## src/crg_pkg.sv

```systemverilog
`timescale 1ns / 1ps
`default_nettype none

package crg_pkg;

    // Field and datapath widths
    localparam int SCR_W      = 16;   // Q8.8 screen coordinate
    localparam int AXIS_W     = 16;   // one lane of a packed vector
    localparam int LANES      = 3;    // x, y, z
    localparam int OUT_W      = 24;   // Q16.8 end point lane
    localparam int SQ_W       = 32;   // squared screen term / squared plane distance
    localparam int DIST_W     = 16;   // plane distance and distortion
    localparam int RAD_W      = 40;   // Q16.24 depth squared when not negative
    localparam int ROOT_W     = RAD_W / 2;
    localparam int PROD_W     = SQ_W + DIST_W;
    localparam int DIFF_W     = PROD_W + 1;
    localparam int FWD_W      = AXIS_W + ROOT_W + 1;
    localparam int XPROD_W    = AXIS_W + SCR_W;
    localparam int ACC_W      = 40;   // sum with 26 fraction bits
    localparam int POS_SHIFT  = 18;
    localparam int XY_SHIFT   = 4;
    localparam int FRAC_SHIFT = 18;

    // Configuration port
    localparam int CFG_IDX_W  = 3;
    localparam int CFG_DATA_W = 48;

    typedef enum logic [CFG_IDX_W-1:0] {
        CFG_CAMERA_POSITION = 3'd0,
        CFG_FORWARD_AXIS    = 3'd1,
        CFG_UP_AXIS         = 3'd2,
        CFG_RIGHT_AXIS      = 3'd3,
        CFG_PLANE_DISTANCE  = 3'd4,
        CFG_DISTORTION      = 3'd5
    } crg_cfg_idx_t;

    // Register reset values
    localparam logic [47:0] CAMERA_POSITION_RST = 48'd0;
    localparam logic [47:0] FORWARD_AXIS_RST    = 48'd16384;
    localparam logic [47:0] UP_AXIS_RST         = 48'd1073741824;
    localparam logic [31:0] RIGHT_AXIS_RST      = 32'd16384;
    localparam logic [15:0] PLANE_DISTANCE_RST  = 16'd256;
    localparam logic [15:0] DISTORTION_RST      = 16'd256;

    // Payload carried alongside the square root pipeline
    typedef struct packed {
        logic                    neg;
        logic signed [SCR_W-1:0] sx;
        logic signed [SCR_W-1:0] sy;
    } crg_side_t;

    localparam int SIDE_W = $bits(crg_side_t);

    // Round half up to Q16.8 and saturate to the output range
    function automatic logic [OUT_W-1:0] round_sat(input logic signed [ACC_W-1:0] acc);
        logic signed [ACC_W-1:0] biased;
        logic signed [ACC_W-1:0] q;
        logic signed [ACC_W-1:0] q_max;
        logic signed [ACC_W-1:0] q_min;
        biased = acc + (ACC_W'(1) <<< (FRAC_SHIFT - 1));
        q      = biased >>> FRAC_SHIFT;
        q_max  = (ACC_W'(1) <<< (OUT_W - 1)) - ACC_W'(1);
        q_min  = -(ACC_W'(1) <<< (OUT_W - 1));
        if (q > q_max)
        begin
            return q_max[OUT_W-1:0];
        end
        else if (q < q_min)
        begin
            return q_min[OUT_W-1:0];
        end
        return q[OUT_W-1:0];
    endfunction

endpackage

`default_nettype wire

```

## src/crg_isqrt.sv

```systemverilog
`timescale 1ns / 1ps
`default_nettype none

// Pipelined integer square root, one result bit per stage
module crg_isqrt #(
    parameter int ROOT_W = crg_pkg::ROOT_W,
    parameter int SIDE_W = crg_pkg::SIDE_W
) (
    input  wire logic                  clk,
    input  wire logic                  rst_n,
    input  wire logic                  en,
    input  wire logic                  in_vld,
    input  wire logic [2*ROOT_W-1:0]   rad,
    input  wire logic [SIDE_W-1:0]     in_side,
    output logic                       out_vld,
    output logic [ROOT_W-1:0]          root,
    output logic [SIDE_W-1:0]          out_side
);

    localparam int RAD_W = 2 * ROOT_W;

    logic              vld_reg  [ROOT_W];
    logic [RAD_W:0]    rem_reg  [ROOT_W];
    logic [RAD_W:0]    res_reg  [ROOT_W];
    logic [SIDE_W-1:0] side_reg [ROOT_W];

    for (genvar i = 0; i < ROOT_W; i++)
    begin : g_step
        localparam logic [RAD_W:0] STEP_BIT = {{RAD_W{1'b0}}, 1'b1} << (2 * (ROOT_W - 1 - i));

        logic              vld_in;
        logic [RAD_W:0]    rem_in;
        logic [RAD_W:0]    res_in;
        logic [SIDE_W-1:0] side_in;
        logic [RAD_W:0]    trial;

        if (i == 0)
        begin : g_first
            assign vld_in  = in_vld;
            assign rem_in  = {1'b0, rad};
            assign res_in  = '0;
            assign side_in = in_side;
        end
        else
        begin : g_next
            assign vld_in  = vld_reg[i-1];
            assign rem_in  = rem_reg[i-1];
            assign res_in  = res_reg[i-1];
            assign side_in = side_reg[i-1];
        end

        assign trial = res_in + STEP_BIT;

        // valid bit
        always_ff @(posedge clk or negedge rst_n)
        begin
            if (!rst_n)
            begin
                vld_reg[i] <= 1'b0;
            end
            else if (en)
            begin
                vld_reg[i] <= vld_in;
            end
        end

        // restoring step
        always_ff @(posedge clk)
        begin
            if (en)
            begin
                side_reg[i] <= side_in;
                if (rem_in >= trial)
                begin
                    rem_reg[i] <= rem_in - trial;
                    res_reg[i] <= (res_in >> 1) + STEP_BIT;
                end
                else
                begin
                    rem_reg[i] <= rem_in;
                    res_reg[i] <= res_in >> 1;
                end
            end
        end
    end

    assign out_vld  = vld_reg[ROOT_W-1];
    assign root     = res_reg[ROOT_W-1][ROOT_W-1:0];
    assign out_side = side_reg[ROOT_W-1];

endmodule

`default_nettype wire
```

## config.mk

```make
export PLATFORM = sky130hd
export DESIGN_NAME = crg_isqrt
export DESIGN_NICKNAME = d
export VERILOG_FILES = /design/src/crg_pkg.sv /design/src/crg_isqrt.sv
export SDC_FILE = /design/constraint.sdc
export NUM_CORES = 2
export LEC_CHECK = 0
export ABC_AREA = 1
export BUFFER_PORTS_ARGS = -buffer_cell sky130_fd_sc_hd__buf_2
export CAP_MARGIN = 15
export CORE_MARGIN = 5
export CORE_UTILIZATION = 30
export CTS_BUF_LIST = sky130_fd_sc_hd__clkbuf_4 sky130_fd_sc_hd__clkbuf_8
export DETAILED_ROUTE_END_ITERATION = 10
export PLACE_DENSITY_LB_ADDON = 0.12
export RECOVER_POWER = 100
export SYNTH_ARGS = -nofsm -noshare
export SYNTH_HDL_FRONTEND = slang
export SYNTH_SLANG_ARGS = --single-unit
```

## constraint.sdc

```tcl
create_clock -name clk -period 5.4 [get_ports clk]
set_input_delay 1.08 -clock clk [delete_from_list [all_inputs] [get_ports clk]]
set_output_delay 1.08 -clock clk [all_outputs]
set_load 0.01 [all_outputs]
```

==> metrics.txt <==
status=finished with violations; failing checks=capacitance limit, slew limit; post-route ant nets=0; Top delay family on crit path=buffers and inverters; Critical Path RT=5900 ps; hold crit path type=input pin to register; Top FF cell, synth=edfxtp_1; worst reg2reg setup slack=1610 ps; Final Hold Viols=0; pwr dens=382.8 nW/µm²; # IOs=131; Crit Path Class=input pin to register; CP max FO=78; worst skew pair latency=1040 ps; DRT iter0 DRCs=3465; ranking of synthesized cells by area=edfxtp_1, nand2_1, inv_1, ha_1, nor2_1; final-layout setup total negative slack=0 ps; number of global-route vias before repair=51790; gpl congestion=0.8880; First-pass DRT Iterations=7; max reg flops=779; syn nets=7684; flops & latches, synth=1669; unrepaired setup endpoints after global routing=no; post_cts resized=0; Core Area=256700 µm²; Buffers & Inverters on Critical Path=2; root buf cell=clkbuf_8; Synth cell types=55; total length of routed wires=210900 µm; GRT Util Overall=0.1547; endpoints failing setup=0; H-tree depth=5; Die Footprint=267800 µm²; Data arrival, critical path=4550 ps; CP max-delay cell=clkbuf_1; Max stage delay on crit path=2880 ps; layout cells sized above 1=0.08347; fin. max-slew vios=607; Worst-Margin Slew=4060 ps; CP Capture Type=register; largest net degree at the start of global routing=162; Seq/Total Area, Yosys=0.6473; port bufs=130; Setup WS post-layout=1344 ps; reg2reg end=rem_reg[18][16]; startpoint types=input pin; Slew HR=-1.706; drc violations=0; Post-synth EDFFs=1649; DR vias=51290; total of max-cap violations=12; CTS Buf Count=316; routed vias/inst=4.497; area delta synth->final=13.46%; synth warn=0; row count=186; ys async rst share=0.01198; fin nets=8093; die height=517.5 µm; WL per Instance=18.49 µm; Post-Syn Area=77270 µm²; clock buffer depth=4; Mapped Avg Cell Area=10.47 µm²; Worst Hold Path EP=rem_reg[0][17]; clock skew=86.93 ps; initial antenna violation count=8; Max VDD drop=0.2092 mV; Initial Util=0.3010; Post-Synthesis Cells=7379; Hold Crit Start=rad[17]; CTS tree=yes; largest area contributor in the netlist=edfxtp_1; top cell type's share of synthesized area=0.6408; Overflow after GRT=0; reg2reg start=res_reg[4][57]; width of the chip=517.5 µm; Reg2Reg Depth=13; pre-CTS setup slack=1533 ps; Clock Sinks=1669; worst hold path depth=1; Max Freq=246.5 MHz; Pleak=36.13 nW; commonest non-fill, non-tap cell in the layout=nand2_1; fill count=26070; Final HPWL DP=161000 µm; crit path cell chain=buf_12 -> clkbuf_1; post-route minimum period=4056 ps; most frequent cells in the layout=nand2_1, edfxtp_1, inv_1; fin crit share=0.7511; first-pass GRT wire length=318600 µm; clk slew on worst S/H paths=60 ps
## logic make-up (layout without fill, tap and decap cells)
kind of cell	Yosys count	in the layout	share of synthesized area
AOI/OAI and AO/OA	426	426	0.03083
xor gates and xnor gates	201	201	0.02278
adders and majority gates	228	228	0.03692
buffers and inverters	1186	1822	0.05985
DFF	1669	1669	0.6473
other	0	7	0
and+or+nand+nor	3669	3669	0.2023
## synth_stat cells (5+ instances only)
cell type / count
nor2_4: 10
nand2_2: 29
o21ai_0: 148
nor3_2: 6
nand2_1: 2001
nand3b_1: 37
o211ai_1: 5
nor4_1: 50
xor2_1: 113
a21boi_0: 9
nor3_1: 109
o21ai_1: 17
xnor2_1: 88
buf_2: 22
ha_1: 228
o21bai_1: 10
nor2_1: 731
buf_4: 7
o21ai_2: 33
nor2_2: 27
clkbuf_1: 26
nand4_1: 174
and2_1: 7
nand3_1: 429
or2_2: 30
a21o_1: 10
inv_2: 12
dfrtp_1: 20
inv_1: 1100
and3_1: 8
buf_6: 12
edfxtp_1: 1649
a21oi_1: 181
a21oi_2: 5
## stage by stage
step           utilization  cell area, µm²  instances  power (W)  hold WS, ps
2_1_floorplan            -           77270       7379    0.01987        400.3
3_3_place_gp        0.3196           82040      10850    0.02207        400.4
3_5_place_dp        0.3196           82040      10850    0.02203        404.5
4_1_cts             0.3429           88020      11400    0.03430        40.00
5_1_grt             0.3415           87670      11410    0.03556        62.25
6_report            0.3415           87670      11410    0.03356        207.2
## how the worst max path moves through the flow
stage,start,to,slack [ps],depth (start not counted)
after floorplan,en,rem_reg[16][0],1810,4
after global placement,en,res_reg[4][123],1560,8
after detailed placement,en,res_reg[4][123],1530,8
after CTS,rem_reg[8][22],rem_reg[9][28],2210,9
after global routing,en,rem_reg[12][15],1090,2
final,en,rem_reg[12][0],1340,2
## what timing repair did
item | 4_1_cts | 5_1_grt
hold buffers | 1 | 0
setup endpoints to repair | 0 | 0
endpoints found under the hold margin | 20 | 0
setup buffers | 0 | 0
## area by class of cell
type / instances / area (µm²) / area share
Multi-Input combinational cell: 4524 / 22400 / 0.2555
Inverter: 1114 / 4187 / 0.04775
Antenna cell: 7 / 17.52 / 0.0001998
Sequential cell: 1669 / 50020 / 0.5705
Tap cell: 3384 / 4234 / 0.04829
Clock inverter: 134 / 909.6 / 0.01038
Clock buffer: 411 / 5069 / 0.05781
Timing Repair Buffer: 163 / 837.1 / 0.009547
## metal layers
metal | up-vias | track usage | routed length (µm) | share of wire
li1 | 25550 | - | - | -
met1 | 24180 | 0.2013 | 94080 | 0.45
met2 | 1155 | 0.2599 | 100100 | 0.47
met3 | 402 | 0.02546 | 8930 | 0.042
met4 | 2 | 0.05694 | 7790 | 0.037
met5 | - | 0 | 9 | 0.000043
## power breakdown
part / switching, W / internal (W) / total, W / leakage (nW)
combinational: 0.00360 / 0.00154 / 0.00513 / 16.8
sequential: 0.000840 / 0.0157 / 0.0165 / 16.2
clock: 0.00525 / 0.00663 / 0.0119 / 3.15
No activity file was read; power rests on OpenSTA's default activity.
